$ cat config.mk
export PLATFORM = sky130hd
export DESIGN_NAME = api_frame_receive_deframer
export DESIGN_NICKNAME = d
export VERILOG_FILES = /design/src/rtl/afrd_pkg.sv /design/src/rtl/afrd_parser.sv /design/src/rtl/afrd_out_reg.sv /design/src/rtl/api_frame_receive_deframer.sv
export SDC_FILE = /design/constraint.sdc
export NUM_CORES = 1
export LEC_CHECK = 0
export BUFFER_PORTS_ARGS = -buffer_cell sky130_fd_sc_hd__buf_2
export CORE_MARGIN = 2
export CORE_UTILIZATION = 56
export DETAILED_ROUTE_END_ITERATION = 8
export GPL_ROUTABILITY_DRIVEN = 0
export PLACE_DENSITY = 0.74
export SETUP_SLACK_MARGIN = 0.02
export SYNTH_ARGS = -nofsm -noshare
export SYNTH_HDL_FRONTEND = slang
export SYNTH_SLANG_ARGS = --single-unit
$ cat constraint.sdc
create_clock -name aclk -period 8.6 [get_ports aclk]
set_clock_uncertainty 0.15 [all_clocks]
set_input_delay 1.72 -clock aclk [delete_from_list [all_inputs] [get_ports aclk]]
set_output_delay 1.72 -clock aclk [all_outputs]
set_load 0.005 [all_outputs]
$ cat src/rtl/afrd_pkg.sv
// Shared types and constants for the API frame receive deframer.
package afrd_pkg;

    localparam logic [7:0] START_DELIM   = 8'h7E;
    localparam logic [7:0] CHECKSUM_GOOD = 8'hFF;
    localparam logic [7:0] TYPE_TX_STAT  = 8'h88;
    localparam logic [7:0] TYPE_RCMD_RSP = 8'h97;
    localparam logic [7:0] TYPE_TX_DONE  = 8'h8B;
    localparam logic [7:0] TYPE_RX_PKT   = 8'h90;

    localparam logic [2:0] STATUS_OK       = 3'd0;
    localparam logic [2:0] STATUS_BAD_SUM  = 3'd1;
    localparam logic [2:0] STATUS_BAD_TYPE = 3'd2;
    localparam logic [2:0] STATUS_BAD_ID   = 3'd3;
    localparam logic [2:0] STATUS_EMPTY    = 3'd4;

    localparam logic CFG_OWN_ID   = 1'b0;
    localparam logic CFG_CHECK_ID = 1'b1;

    typedef struct packed {
        logic [7:0] data_byte;
        logic [7:0] frame_type;
        logic       frame_end;
        logic [2:0] frame_status;
    } result_t;

endpackage

$ cat src/rtl/afrd_parser.sv
// Frame parser: delimiter hunt, length, payload tracking and end-of-frame status (checksum, empty, type, id).
module afrd_parser
    import afrd_pkg::*;
#(
    parameter int LENGTH_BITS = 16
) (
    input  logic       aclk,
    input  logic       aresetn,
    input  logic       cfg_wr_en,
    input  logic       cfg_index,
    input  logic [7:0] cfg_wdata,
    input  logic       step,
    input  logic [7:0] rx_byte,
    output logic       res_valid,
    output result_t    res
);

    localparam logic [2:0] PH_HUNT    = 3'd0;
    localparam logic [2:0] PH_LEN_HI  = 3'd1;
    localparam logic [2:0] PH_LEN_LO  = 3'd2;
    localparam logic [2:0] PH_PAYLOAD = 3'd3;
    localparam logic [2:0] PH_CHECK   = 3'd4;

    logic [7:0]             own_id_reg;
    logic                   check_id_reg;
    logic [2:0]             phase_reg,  phase_next;
    logic [LENGTH_BITS-1:0] left_reg,   left_next;
    logic [7:0]             sum_reg,    sum_next;
    logic [7:0]             type_reg,   type_next;
    logic [7:0]             id_reg,     id_next;
    logic [1:0]             pos_reg,    pos_next;

    logic [15:0]            len_hi;
    logic [LENGTH_BITS-1:0] len_full;
    logic [LENGTH_BITS-1:0] left_dec;
    logic [7:0]             sum_add;
    logic                   type_known;
    logic                   type_resp;

    assign len_hi   = {rx_byte, 8'h00};
    assign len_full = left_reg | LENGTH_BITS'(rx_byte);
    assign left_dec = left_reg - LENGTH_BITS'(1);
    assign sum_add  = sum_reg + rx_byte;

    assign type_resp  = (type_reg == TYPE_TX_STAT) || (type_reg == TYPE_RCMD_RSP) ||
                        (type_reg == TYPE_TX_DONE);
    assign type_known = type_resp || (type_reg == TYPE_RX_PKT);

    always_comb begin
        phase_next = phase_reg;
        left_next  = left_reg;
        sum_next   = sum_reg;
        type_next  = type_reg;
        id_next    = id_reg;
        pos_next   = pos_reg;
        res_valid  = 1'b0;
        res        = '0;
        unique case (phase_reg)
            PH_HUNT: begin
                if (rx_byte == START_DELIM) begin
                    phase_next = PH_LEN_HI;
                    left_next  = '0;
                    sum_next   = '0;
                    type_next  = '0;
                    id_next    = '0;
                    pos_next   = '0;
                end
            end
            PH_LEN_HI: begin
                left_next  = len_hi[LENGTH_BITS-1:0];
                phase_next = PH_LEN_LO;
            end
            PH_LEN_LO: begin
                left_next  = len_full;
                phase_next = (len_full == '0) ? PH_CHECK : PH_PAYLOAD;
            end
            PH_PAYLOAD: begin
                // The first payload byte is the frame type, the second the frame id.
                if (pos_reg == 2'd0) begin
                    type_next = rx_byte;
                end else if (pos_reg == 2'd1) begin
                    id_next = rx_byte;
                end
                if (pos_reg != 2'd2) begin
                    pos_next = pos_reg + 2'd1;
                end
                sum_next  = sum_add;
                left_next = left_dec;
                if (left_dec == '0) begin
                    phase_next = PH_CHECK;
                end
                res_valid          = 1'b1;
                res.data_byte      = rx_byte;
                res.frame_type     = (pos_reg == 2'd0) ? rx_byte : type_reg;
                res.frame_end      = 1'b0;
                res.frame_status   = STATUS_OK;
            end
            PH_CHECK: begin
                res_valid      = 1'b1;
                res.data_byte  = '0;
                res.frame_type = type_reg;
                res.frame_end  = 1'b1;
                if (sum_add != CHECKSUM_GOOD) begin
                    res.frame_status = STATUS_BAD_SUM;
                end else if (pos_reg == 2'd0) begin
                    res.frame_status = STATUS_EMPTY;
                end else if (!type_known) begin
                    res.frame_status = STATUS_BAD_TYPE;
                end else if (check_id_reg && type_resp && (id_reg != own_id_reg)) begin
                    res.frame_status = STATUS_BAD_ID;
                end else begin
                    res.frame_status = STATUS_OK;
                end
                phase_next = PH_HUNT;
                left_next  = '0;
                sum_next   = '0;
            end
            default: begin
                phase_next = PH_HUNT;
            end
        endcase
    end

    always_ff @(posedge aclk) begin
        if (!aresetn) begin
            own_id_reg   <= 8'd1;
            check_id_reg <= 1'b1;
            phase_reg    <= PH_HUNT;
            left_reg     <= '0;
            sum_reg      <= '0;
            type_reg     <= '0;
            id_reg       <= '0;
            pos_reg      <= '0;
        end else begin
            if (cfg_wr_en) begin
                if (cfg_index == CFG_OWN_ID) begin
                    own_id_reg <= cfg_wdata;
                end else begin
                    check_id_reg <= cfg_wdata[0];
                end
            end
            if (step) begin
                phase_reg <= phase_next;
                left_reg  <= left_next;
                sum_reg   <= sum_next;
                type_reg  <= type_next;
                id_reg    <= id_next;
                pos_reg   <= pos_next;
            end
        end
    end

endmodule

$ cat src/rtl/afrd_out_reg.sv
// Result register with valid/ready handshake toward the downstream consumer.
module afrd_out_reg
    import afrd_pkg::*;
(
    input  logic    aclk,
    input  logic    aresetn,
    input  logic    load,
    input  result_t load_data,
    input  logic    m_ready,
    output logic    m_valid,
    output result_t m_data,
    output logic    free
);

    logic    valid_reg;
    result_t data_reg;

    // The register can take a new result when empty or when its content leaves now.
    assign free    = !valid_reg || m_ready;
    assign m_valid = valid_reg;
    assign m_data  = data_reg;

    always_ff @(posedge aclk) begin
        if (!aresetn) begin
            valid_reg <= 1'b0;
        end else if (free) begin
            valid_reg <= load;
        end
    end

    always_ff @(posedge aclk) begin
        if (free && load) begin
            data_reg <= load_data;
        end
    end

endmodule

$ cat src/rtl/api_frame_receive_deframer.sv
// Top level of the API frame receive deframer: parser plus result register.
// A result request appears on the m_ side in the cycle after the byte is accepted.
// Throughput: one byte per cycle while s_ready is high; the parser updates its state in the cycle of acceptance
// and the single result register sets the pace, freed whenever m_ready is high.
// Reset: aresetn is synchronous and active low; it returns the parser to delimiter hunt,
// empties the result register and sets own_frame_id to 1 and check_frame_id to 1.
module api_frame_receive_deframer
    import afrd_pkg::*;
#(
    parameter int LENGTH_BITS = 16
) (
    input  logic       aclk,
    input  logic       aresetn,
    // Configuration write port: index 0 is own_frame_id, index 1 is check_frame_id.
    input  logic       cfg_wr_en,
    input  logic       cfg_index,
    input  logic [7:0] cfg_wdata,
    // Incoming serial bytes.
    input  logic       s_valid,
    output logic       s_ready,
    input  logic [7:0] s_rx_byte,
    // Payload bytes and end-of-frame status.
    output logic       m_valid,
    input  logic       m_ready,
    output logic [7:0] m_data_byte,
    output logic [7:0] m_frame_type,
    output logic       m_frame_end,
    output logic [2:0] m_frame_status
);

    logic    step;
    logic    res_valid;
    result_t res;
    logic    out_free;
    result_t out_data;

    // A byte is taken whenever the result register can absorb whatever it produces.
    // Bytes that give no result (hunting, length) still need a free slot, which keeps
    // the accept condition independent of the byte value.
    assign s_ready = out_free;
    assign step    = s_valid && s_ready;

    afrd_parser #(
        .LENGTH_BITS (LENGTH_BITS)
    ) u_parser (
        .aclk      (aclk),
        .aresetn   (aresetn),
        .cfg_wr_en (cfg_wr_en),
        .cfg_index (cfg_index),
        .cfg_wdata (cfg_wdata),
        .step      (step),
        .rx_byte   (s_rx_byte),
        .res_valid (res_valid),
        .res       (res)
    );

    // The result register holds one finished request while the next byte is parsed.
    afrd_out_reg u_out_reg (
        .aclk      (aclk),
        .aresetn   (aresetn),
        .load      (step && res_valid),
        .load_data (res),
        .m_ready   (m_ready),
        .m_valid   (m_valid),
        .m_data    (out_data),
        .free      (out_free)
    );

    assign m_data_byte    = out_data.data_byte;
    assign m_frame_type   = out_data.frame_type;
    assign m_frame_end    = out_data.frame_end;
    assign m_frame_status = out_data.frame_status;

endmodule
* Word level (Yosys, flattened, before mapping)
Cells that the tools add are included.
** Word-level totals
- Bits in registers :: 75
- Input port bits :: 22
- Output and inout bits :: 22
- Word-level logic and storage cells :: 84
** Cells by class
- Add/subtract/negate cells :: 3
- Eq/ne operators :: 18
- Mux-type cells :: 22
- Bitwise operators :: 2
- Reductions and logical operators :: 26
** Operators with widths (number)
- 16-bit case mux with 5 select lines :: 1
- 20-bit case mux with 2 select lines :: 1
- 8-bit == test (second input constant) :: 4
- 16-bit logical NOT :: 2
- 8-bit two-way mux :: 4
- 8-bit case mux with 2 select lines :: 2
- 8-bit case mux with 3 select lines :: 1
- 3-bit two-way mux :: 6
- 16-bit two-way mux :: 1
- 16-bit by 8-bit OR with 16-bit output :: 1
- 16-bit by 1-bit subtractor with 16-bit output (second input constant) :: 1
- 3-bit case mux with 4 select lines :: 1
- 3-bit AND reduction :: 4
- 8-bit adder :: 1
- 8-bit by 7-bit == test with 1-bit output (second input constant) :: 1
- 2-bit by 1-bit inequality test with 1-bit output (second input constant) :: 4
- 8-bit inequality test :: 1
- 8-bit inequality test (second input constant) :: 1
- 3-bit by 2-bit == test with 1-bit output (second input constant) :: 2
- 2-bit two-way mux :: 3
- 1-bit logical AND :: 5
- 5-bit AND reduction :: 1
- 5-bit nonzero test :: 1
- 1-bit logical OR :: 4
- 16 further kinds :: 18

* Logic depth before layout (Yosys ltp)
Gate-level depths: netlist (run 1).
- Depth in word-level cells :: 10
- Depth in mapped cells :: 10
- Gate-level depth less buffers :: 9

* Cells and area by module
Synthesis (run 1) repeated with hierarchy kept, for this count alone.
** Unflattened totals
- Cell total of the unflattened synthesis :: 460
- Area total of the unflattened synthesis :: 4182.8 um^2
** By module, submodules not included
- afrd_parser :: instances 1, cells each 433, area each 3512.1 um^2, sequential area each 1081.0 um^2
- afrd_out_reg :: instances 1, cells each 25, area each 658.1 um^2, sequential area each 620.6 um^2
- api_frame_receive_deframer :: instances 1, cells each 2, area each 12.5 um^2, sequential area each 0.0 um^2

* Least setup slack after synthesis (run 1)
OpenSTA, ideal clock, no wires.
- Path kind :: input-to-output
- From :: input port m_ready
- To :: output port s_ready
- Data arrival time :: 1.890 ns
- Required time :: 6.730 ns
- Setup slack :: 4.840 ns
- Cell stages on the path :: 1
- Buffers on the path :: 0
- Cells stage by stage :: nand2b_1
** Between the ends
- Longest elaborated chain between the ends :: 1
** RTL lines
- from (decl) :: line api_frame_receive_deframer.sv:24 : input logic m_ready,
- 1-bit logical OR :: line afrd_out_reg.sv:19 : assign free = !valid_reg || m_ready;
- to (decl) :: line api_frame_receive_deframer.sv:20 : output logic s_ready,
No other way between the ends.

* Worst setup path in the final report (run 1)
Ends and elaborated chain as after synthesis.

==> run metrics, run 1 <==
Peak Freq between 200 and 250 MHz; min-delay worst type flop to flop; global-route wire length before repair 16.9 mm; Total GRT Usage 25.6%; CTS Buffer Depth 2; syn_nets 487; drt first-iter violations about 210; clock-pin slew on the worst setup and hold paths 0.08 ns; # rows 31; hpwl dp 7.05 mm; Remaining Overflow, GRT 0; Fin. Hold Viols 0; I/O pin count 44; CP startpoint kind input port; number of port buffers 43; worst vdd rail ir drop 0.0837 mV; final setup fails 0; Synth Area per Inst 9.32 um^2; Post-CTS Setup Inserts 0; Mapped Area about 4200 um^2; DRC Markers 0; Post-CTS Resized 0; max FFs per register 20; outcome finished clean; RSZ-0062 raised after global routing false; Cells after Synth 452; Overall Power 647 uW; EDFF count, synth 20; area grow syn2layout 10.3%; layout cells sized above 1 15.0%; initial antenna violation count 0; clk root buf clkbuf_8; Die ar. ~8200 um^2; headroom to the max-slew limit 29.2%; Clk Latency, worst-skew pair approximately 0.36 ns; Core ar. about 7300 um^2; Layout Nets 522; Critical Path RT 6.73 ns; CP max FO 5; sequential share of the synthesized area ~40%; vias between 3000 and 4000; post-route worst setup slack 4.58 ns; Clock Sink Count 75; Die Height approximately 90 um; leakage power between 1.5 and 2 nW; initial core utilization 58.1%; Slew Viols, Final 0; post-synthesis cell type count 66; yosys warns 0; main flop type after synthesis dfxtp_1; Seq cells post-synth 75; pre-CTS setup slack 4.58 ns; worst slew pin tran 1.06 ns; period utilization a little under half; DR WL/cell 17.2 um; Worst Path Arrival 2.15 ns; Synth async-reset ratio 0%; largest net degree at the start of global routing 54; DRT Pass-1 Iters 5; CTS Hold Bufs 0; Num CTS Buffers 9; CTS tree yes; type of the worst setup path input port to output port; Antenna Nets Post-Route 0; drt total wl between 10 and 15 mm; setup TNS 0 ns; Max-Cap Viols 0; H-tree Lvls 3; Crit. End Element output port; number of global-route vias before repair 3404; mean number of vias per cell 6.07; final worst path period need 4.02 ns; Die Wd 90.7 um; ant diodes 0; Cell Pwr Density 139 nW/um^2
[metrics by stage]
stage | hold WS, ns | area [um^2] | std cells | util, %
2_1_floorplan | 0.283 | 4210 | 452 | -
3_3_place_gp | 0.310 | 4480 | 575 | 61.7
3_5_place_dp | 0.319 | 4480 | 575 | 61.7
4_1_cts | 0.340 | 4640 | 591 | 64.0
5_1_grt | 0.372 | 4640 | 591 | 64.0
6_report | 0.336 | 4640 | 591 | 64.0
[cell usage after synthesis, types with 9 or more instances]
master     count  area [um^2]
xor2_1        13          114
inv_1         13         48.8
nor2b_1       31          194
dfxtp_1       55         1100
nor3_1         9         45.0
nor2_1        25         93.8
o2bb2ai_1     12          105
o21ai_0       19         95.1
a22oi_1       17          128
a21oi_1       10         50.1
edfxtp_1      20          601
ha_1          12          150
clkbuf_1      16         60.1
mux2i_1       14          140
a21boi_0      14          105
nand2_1       43          161
[metal layers]
layer / share of wire (%) / up-vias / global-route usage, %
li1: - / 1748 / -
met3: 6.2 / 21 / 4.26
met2: 46 / 135 / 39.4
met1: 46 / 1683 / 35.6
met5: 0 / - / 0
met4: 2.2 / 0 / 10.6
[power breakdown]
part	switching (mW)	leakage, nW	internal, mW
Combinational	0.0232	1.10	0.0149
Sequential	0.00163	0.629	0.362
Clock	0.140	0.0873	0.105
[path summary, 6_finish.rpt]
check,start,to,slack (ns),depth (start not counted)
setup / recovery,m_ready,s_ready,4.58,3
hold / removal,u_parser.own_id_reg[7],u_parser.own_id_reg[7],0.34,2
setup reg to reg,u_parser.phase_reg[0],u_out_reg.m_data[16],5.76,2
hold reg to reg,u_parser.own_id_reg[7],u_parser.own_id_reg[7],0.34,2
[cell families after synthesis]
| family | after synthesis | synth area share (%) |
|---|---|---|
| and+or+nand+nor | 175 | 23.5 |
| AOI/OAI and AO/OA | 118 | 20.5 |
| DFF | 75 | 40.4 |
| buffers and inverters | 34 | 3.33 |
| xor gates and xnor gates | 21 | 4.37 |
| muxes | 16 | 3.86 |
| adders and majority gates | 13 | 4.04 |
[area by class of cell]
type / count / area, um^2
flip-flops and latches: 75 / 1700
well taps: 99 / 124
fillers: 584 / 2610
repair buffers: 45 / 230
clock buffers: 10 / 128
clock inverters: 6 / 38.8
inverters: 13 / 48.8
multi-input cells: 343 / 2370
[worst max-delay path: stages]
cell      delay, ns
buf_2          0.09
nand2b_1       0.19
buf_2          0.15
[layout by cell type, fill, tap and decap left out, types with 3 or more instances in the layout]
master,instances
dfxtp_1,55
nand2_1,43
buf_2,43
nor2b_1,31
nor2_1,25
edfxtp_1,20
o21ai_0,19
a22oi_1,17
a21boi_0,14
mux2i_1,14
inv_1,13
xor2_1,13
o2bb2ai_1,12
ha_1,12
a21oi_1,9
nor3_1,9
clkbuf_8,9
a22o_1,8
xnor2_1,8
nand3_1,8
nor4_1,8
and3_1,7
nand4_1,7
o21a_1,6
nor3b_1,6
nand3b_1,4
o21ai_1,4
and2_1,4
or3_1,3
nand2b_1,3
or4_4,3
o211ai_1,3
a32oi_1,3
Note: power is estimated with default switching activity, not from simulation.
==> run 2: changes to the inputs <==
- ABC_AREA: default -> 1
- CORE_UTILIZATION: 56 -> 54
- PLACE_DENSITY: 0.74 -> 0.75
- clock period: 8.6 -> 3.5 ns (I/O delays scaled with it)
==> run 2 against run 1 <==
Cell count increased by 27%; non-clock buffer count stayed put; sequential share of layout area fell by 1.4 points; largest cell class unchanged; worst setup slack lost 3.5 ns.
==> run metrics, run 2 <==
Total GRT Usage 26.2% (+0.62 points); DR WL/cell 14.2 um (-17%); post-synthesis cell type count 40 (-39%); pre-CTS setup slack 0.710 ns (-3.87 ns); CP startpoint kind input port; drt first-iter violations 264 (+26%); Peak Freq 406 MHz; dpl cells 733 (+27%); # rows 32 (+3.2%); Post-DP Area 4600 um^2 (+2.8%); slowest cell delay on critical path 0.41 ns (+0.22 ns); yosys warns 0 (unchanged); final setup fails 0 (unchanged); Clk Latency, worst-skew pair 0.36 ns (about the same); EDFF count, synth 20 (unchanged); vias 4051 (+13%); H-tree Lvls 3 (unchanged); mean number of vias per cell 5.41 (-11%); Non-Filler Cell Area, Final 4830 um^2 (+4.0%); most numerous cell in the Yosys netlist nand2_1; Fin. Hold Viols 0 (unchanged); Die ar. 8710 um^2 (+5.9%); main flop type after synthesis dfxtp_1; Synth area leader dfxtp_1; sequential share of the synthesized area 39.5% (-0.93 points); Mapped Area 4310 um^2 (+2.3%); Synth Area per Inst 7.20 um^2 (-23%); Cells after Synth 599 (+33%); leakage power 2.12 nW (+17%); CTS Buffer Depth 2 (unchanged); period utilization 70.3%; Yosys top cell area share 25.5% (-0.60 points); largest net degree at the start of global routing 38 (-30%); Net Sw Frac 40.0% (+15 points); Slowest cell on crit path fa_1; Die Wd 93.3 um (+2.9%); Crit. End Element flop; outcome finished clean; commonest non-fill, non-tap cells in the layout nand2_1, nor2_1, inv_1; hpwl dp 7.60 mm (+7.9%); number of port buffers 43 (unchanged); Slew Viols, Final 0 (unchanged); CTS tree yes; Antenna Nets Post-Route 0 (unchanged); setup TNS 0 ns (unchanged); clock-pin slew on the worst setup and hold paths 0.08 ns (about the same); DRC Markers 0 (unchanged); drt total wl 10.6 mm (+4.6%); post-route worst setup slack 1.04 ns (-3.54 ns); Post-CTS Setup Inserts 0 (unchanged); # fillers 693 (+19%); Cell Pwr Density 611 nW/um^2 (+340%); ant diodes 0 (unchanged); Logic pwr share 36.5% (+31 points); RSZ-0062 raised after global routing false; post-route insts no fill 749 (+27%); I/O pin count 44 (unchanged); headroom to the max-slew limit 39.2% (+10 points); final worst path period need 2.46 ns; Clock power frac 25.9% (-12 points); Worst Path Arrival 2.52 ns (+0.37 ns); Switch Pwr 1.18 mW (+620%); internal power 1.77 mW (+270%); Remaining Overflow, GRT 0 (unchanged); type of the worst setup path input port to flop; layout cells sized above 1 15.5% (+0.42 points); Die Height 93.3 um (+2.9%); Critical Path RT 3.56 ns (-3.17 ns); worst vdd rail ir drop 0.268 mV (+220%); Layout Nets 677 (+30%); global-route wire length before repair 18.1 mm (+7.0%); initial core utilization 55.8% (-2.3 points); syn_nets 634 (+30%); Core ar. 7730 um^2 (+6.5%); Max-Cap Viols 0 (unchanged); DRT Pass-1 Iters 5 (unchanged); initial antenna violation count 0 (unchanged); Clock Sink Count 75 (unchanged); most common cell after layout, fill and taps aside nand2_1; max FFs per register 20 (unchanged); worst slew pin tran 0.905 ns (-0.157 ns); register area 1700 um^2 (unchanged); final core utilization 62.5% (-1.5 points); Post-CTS Resized 0 (unchanged); clk root buf clkbuf_8; area grow syn2layout 12.0%; Num CTS Buffers 9 (unchanged); CP max FO 4 (-1); top post-synthesis cells by area dfxtp_1, edfxtp_1, nand2_1; min-delay worst type flop to flop; synth cell count leaders nand2_1, nor2_1, inv_1; sequential power share 37.6% (-19 points); CTS Hold Bufs 0 (unchanged); Synth async-reset ratio 0% (unchanged); Multi-input gate area 2270 um^2 (-4.5%); Seq cells post-synth 75 (unchanged); crit-path cells buf_2, ha_1, inv_1, fa_1, xnor2_1, nand3_1, nor3_1, nand3_1, nor2_1, inv_1, nor2_1; number of global-route vias before repair 3875 (+14%)
[run 2: final timing paths]
| path | start | to | slack [ns] | cells past startpoint |
|---|---|---|---|---|
| worst max-delay path | s_rx_byte[0] | u_out_reg.m_data[1] | 1.04 | 11 |
| worst min register to register | u_parser.own_id_reg[6] | u_parser.own_id_reg[6] | 0.32 | 2 |
| worst max register to register | u_parser.phase_reg[1] | u_out_reg.m_data[0] | 1.09 | 7 |
| worst min-delay path | u_parser.own_id_reg[6] | u_parser.own_id_reg[6] | 0.32 | 2 |
[run 2: layout make-up]
type                       count  area share, %
clock inverter                 7           2.10
tap                          102           2.64
multi-input combinational    438           47.0
timing repair buffer          45           4.77
sequential                    75           35.2
inverter                      73           5.73
clock buffer                   9           2.57
[run 2: through the flow]
step           total power, mW  hold slack, ns
6_report                  2.95           0.317
5_1_grt                   3.14           0.333
4_1_cts                   2.95           0.321
3_5_place_dp              2.18           0.309
3_3_place_gp              2.16           0.303
2_1_floorplan             1.92           0.279
[run 2: kinds of logic after synthesis]
family                   after synthesis  synth area share, %
adder cells (fa/ha/maj)               13                 3.95
AO/OA/AOI/OAI                        112                 14.9
XOR/XNOR                              15                 3.05
AND/OR/NAND/NOR                      298                 30.6
buffers and inverters                 86                 8.01
flip-flops                            75                 39.5
[run 2: worst max-delay path: cells and delay by family]
kind | cells | cell delay (ns)
and+or+nand+nor | 5 | 0.73
xor gates and xnor gates | 1 | 0.27
buffers and inverters | 3 | 0.25
adders and majority gates | 2 | 0.58
[run 2: metal layers]
| metal | share of wire, % | GRT usage, % |
|---|---|---|
| met5 | 0 | 0 |
| met4 | 2.3 | 10.9 |
| met3 | 7.1 | 3.55 |
| met2 | 47 | 42.4 |
| met1 | 44 | 35.4 |
[run 2: power groups by stage]
| stage | sequential [mW] | combinational [mW] | clock (mW) |
|---|---|---|---|
| 2_1_floorplan | 1.11 | 0.808 | 0 |
| 3_3_place_gp | 1.12 | 1.04 | 0 |
| 3_5_place_dp | 1.13 | 1.06 | 0 |
| 4_1_cts | 1.11 | 1.07 | 0.768 |
| 5_1_grt | 1.12 | 1.21 | 0.804 |
| 6_report | 1.11 | 1.08 | 0.764 |
==> run 3: changes to the inputs <==
- clock period: 3.5 -> 2.1 ns (I/O delays scaled with it)
==> run 3 against run 2 <==
Non-clock buffer count rose by 32; via count rose by 3.2%; clock power increased by 64%; first-iteration DRC count decreased by 14%; cell count up 4.3%; critical path depth decreased by 2; wire length grew 6.6%; register-to-register slack worse by 1.1 ns; highest routed layer unchanged; the run now ends with negative setup slack left.
==> run metrics, run 3 (synthesized netlist as in run 2, its figures left out) <==
outcome finished, violations left; failing checks negative setup slack; # fillers 669 (-3.5%); Layout Nets 709 (+4.7%); I/O pin count 44 (unchanged); Die Height 93.3 um (unchanged); global-route wire length before repair 18.8 mm (+4.2%); Die Wd 93.3 um (unchanged); largest net degree at the start of global routing 20 (-47%); DRT Pass-1 Iters 5 (unchanged); area grow syn2layout 20.4%; CTS Buffer Depth 2 (unchanged); max FFs per register 20 (unchanged); Fin. Hold Viols 0 (unchanged); Crit. End Element flop; DR WL/cell 14.5 um (+2.2%); dpl cells 764 (+4.2%); Peak Freq 463 MHz; clk root buf clkbuf_8; H-tree Lvls 3 (unchanged); drt total wl 11.4 mm (+6.6%); Critical Path RT 2.07 ns (-1.49 ns); vias 4179 (+3.2%); crit-path cells ha_4, inv_2, fa_2, xnor2_2, nand3_1, nor3_2, nand3_1, nor2_2, a21oi_1; DRC Markers 0 (unchanged); final worst path period need 2.16 ns; Max-Cap Viols 0 (unchanged); CTS tree yes; Slew Viols, Final 0 (unchanged); worst vdd rail ir drop 0.532 mV (+98%); post-route insts no fill 781 (+4.3%); layout cells sized above 1 22.5% (+7.1 points); number of global-route vias before repair 4100 (+5.8%); Clk Latency, worst-skew pair 0.36 ns (about the same); Clock Sink Count 75 (unchanged); hold_sp cfg_wdata[4]; Core ar. 7730 um^2 (unchanged); most common cell after layout, fill and taps aside nand2_1; Hold WS 0.124 ns (-0.194 ns); Worst Path Arrival 2.13 ns (-0.39 ns); clock-pin slew on the worst setup and hold paths 0.09 ns (about the same); slowest cell delay on critical path 0.37 ns (-0.04 ns); CP Launch Point u_parser.sum_reg[0]; Die ar. 8710 um^2 (unchanged); most used cell along the critical path nand3_1; Post-DP Area 4900 um^2 (+6.4%); hpwl dp 8.33 mm (+9.6%); Reg2Reg Launch Point u_parser.sum_reg[0]; final setup fails 3 (+3); CP startpoint kind flop; Non-Filler Cell Area, Final 5190 um^2 (+7.5%); min-delay worst type input port to flop; Remaining Overflow, GRT 0 (unchanged); # rows 32 (unchanged); commonest non-fill, non-tap cells in the layout nand2_1, nor2_1, inv_1; period utilization 103%; Antenna Nets Post-Route 0 (unchanged); CP delay by family, top simple AND/OR/NAND/NOR gates; RSZ-0062 raised after global routing true; Num CTS Buffers 9 (unchanged); number of port buffers 43 (unchanged); buffers and inverters on the worst path 1 (-2); type of the worst setup path flop to flop; initial antenna violation count 0 (unchanged); Cell Pwr Density 980 nW/um^2 (+60%); initial core utilization 55.8% (unchanged); Slowest cell on crit path fa_2; worst slew pin tran 0.460 ns (-0.445 ns); final core utilization 67.1% (+4.7 points); ant diodes 0 (unchanged); headroom to the max-slew limit 69.2% (+30 points); drt first-iter violations 228 (-14%); CP max FO 2 (-2); pre-CTS setup slack -0.276 ns (-0.986 ns); mean number of vias per cell 5.35 (-1.1%); post-route worst setup slack -0.0590 ns (-1.10 ns); leakage power 2.31 nW (+9.1%); Total GRT Usage 27.3% (+1.1 points)
run 3: layout make-up:
type	count	area [um^2]	area share, %
Multi-Input combinational cell	438	2360	45.5
Clock inverter	6	76.3	1.47
Timing Repair Buffer	77	495	9.55
Inverter	73	277	5.33
Sequential cell	75	1700	32.8
Tap cell	102	128	2.46
Clock buffer	10	149	2.87
run 3: worst paths after layout:
path,depth (start not counted),end,slack [ns]
min reg2reg,2,u_parser.own_id_reg[6],0.33
min,3,u_parser.own_id_reg[4],0.12
max reg2reg,9,u_out_reg.m_data[0],-0.06
max,9,u_out_reg.m_data[0],-0.06
run 3: metrics by stage:
step | power [mW] | setup TNS [ns]
after floorplan | 3.21 | 0
after global placement | 3.73 | -0.566
after detailed placement | 3.80 | -0.820
after CTS | 5.05 | 0
after global routing | 5.40 | -0.408
final | 5.08 | -0.102
run 3: power breakdown:
group,internal [mW],leakage (nW),switching (mW)
sequential,1.70,0.634,0.145
clock,0.642,0.115,0.603
combinational,0.700,1.56,1.29
run 3: timing repair:
item / 4_1_cts / 5_1_grt
pin swaps: 8 / 1
buffers inserted: 3 / 1
gates resized for setup: 2 / 17
gates cloned: 0 / 0
hold buffers: 0 / 0
setup endpoints to repair: 3 / 7
run 3: routing by layer:
metal	wire length, um	vias to the layer above	GRT usage [%]	part of all wire, %
met5	0	-	0	0
met1	4870	1924	34.8	43
li1	-	2090	-	-
met3	590	31	5.40	5.2
met4	350	0	11.2	3.1
met2	5540	134	45.3	49
run 3: worst reg2reg max path: stages, from the launching register on:
cell and delay, ns:
dfxtp_2 0.36, ha_4 0.14, inv_2 0.04, fa_2 0.37
xnor2_2 0.17, nand3_1 0.10, nor3_2 0.23, nand3_1 0.14
nor2_2 0.14, a21oi_1 0.08
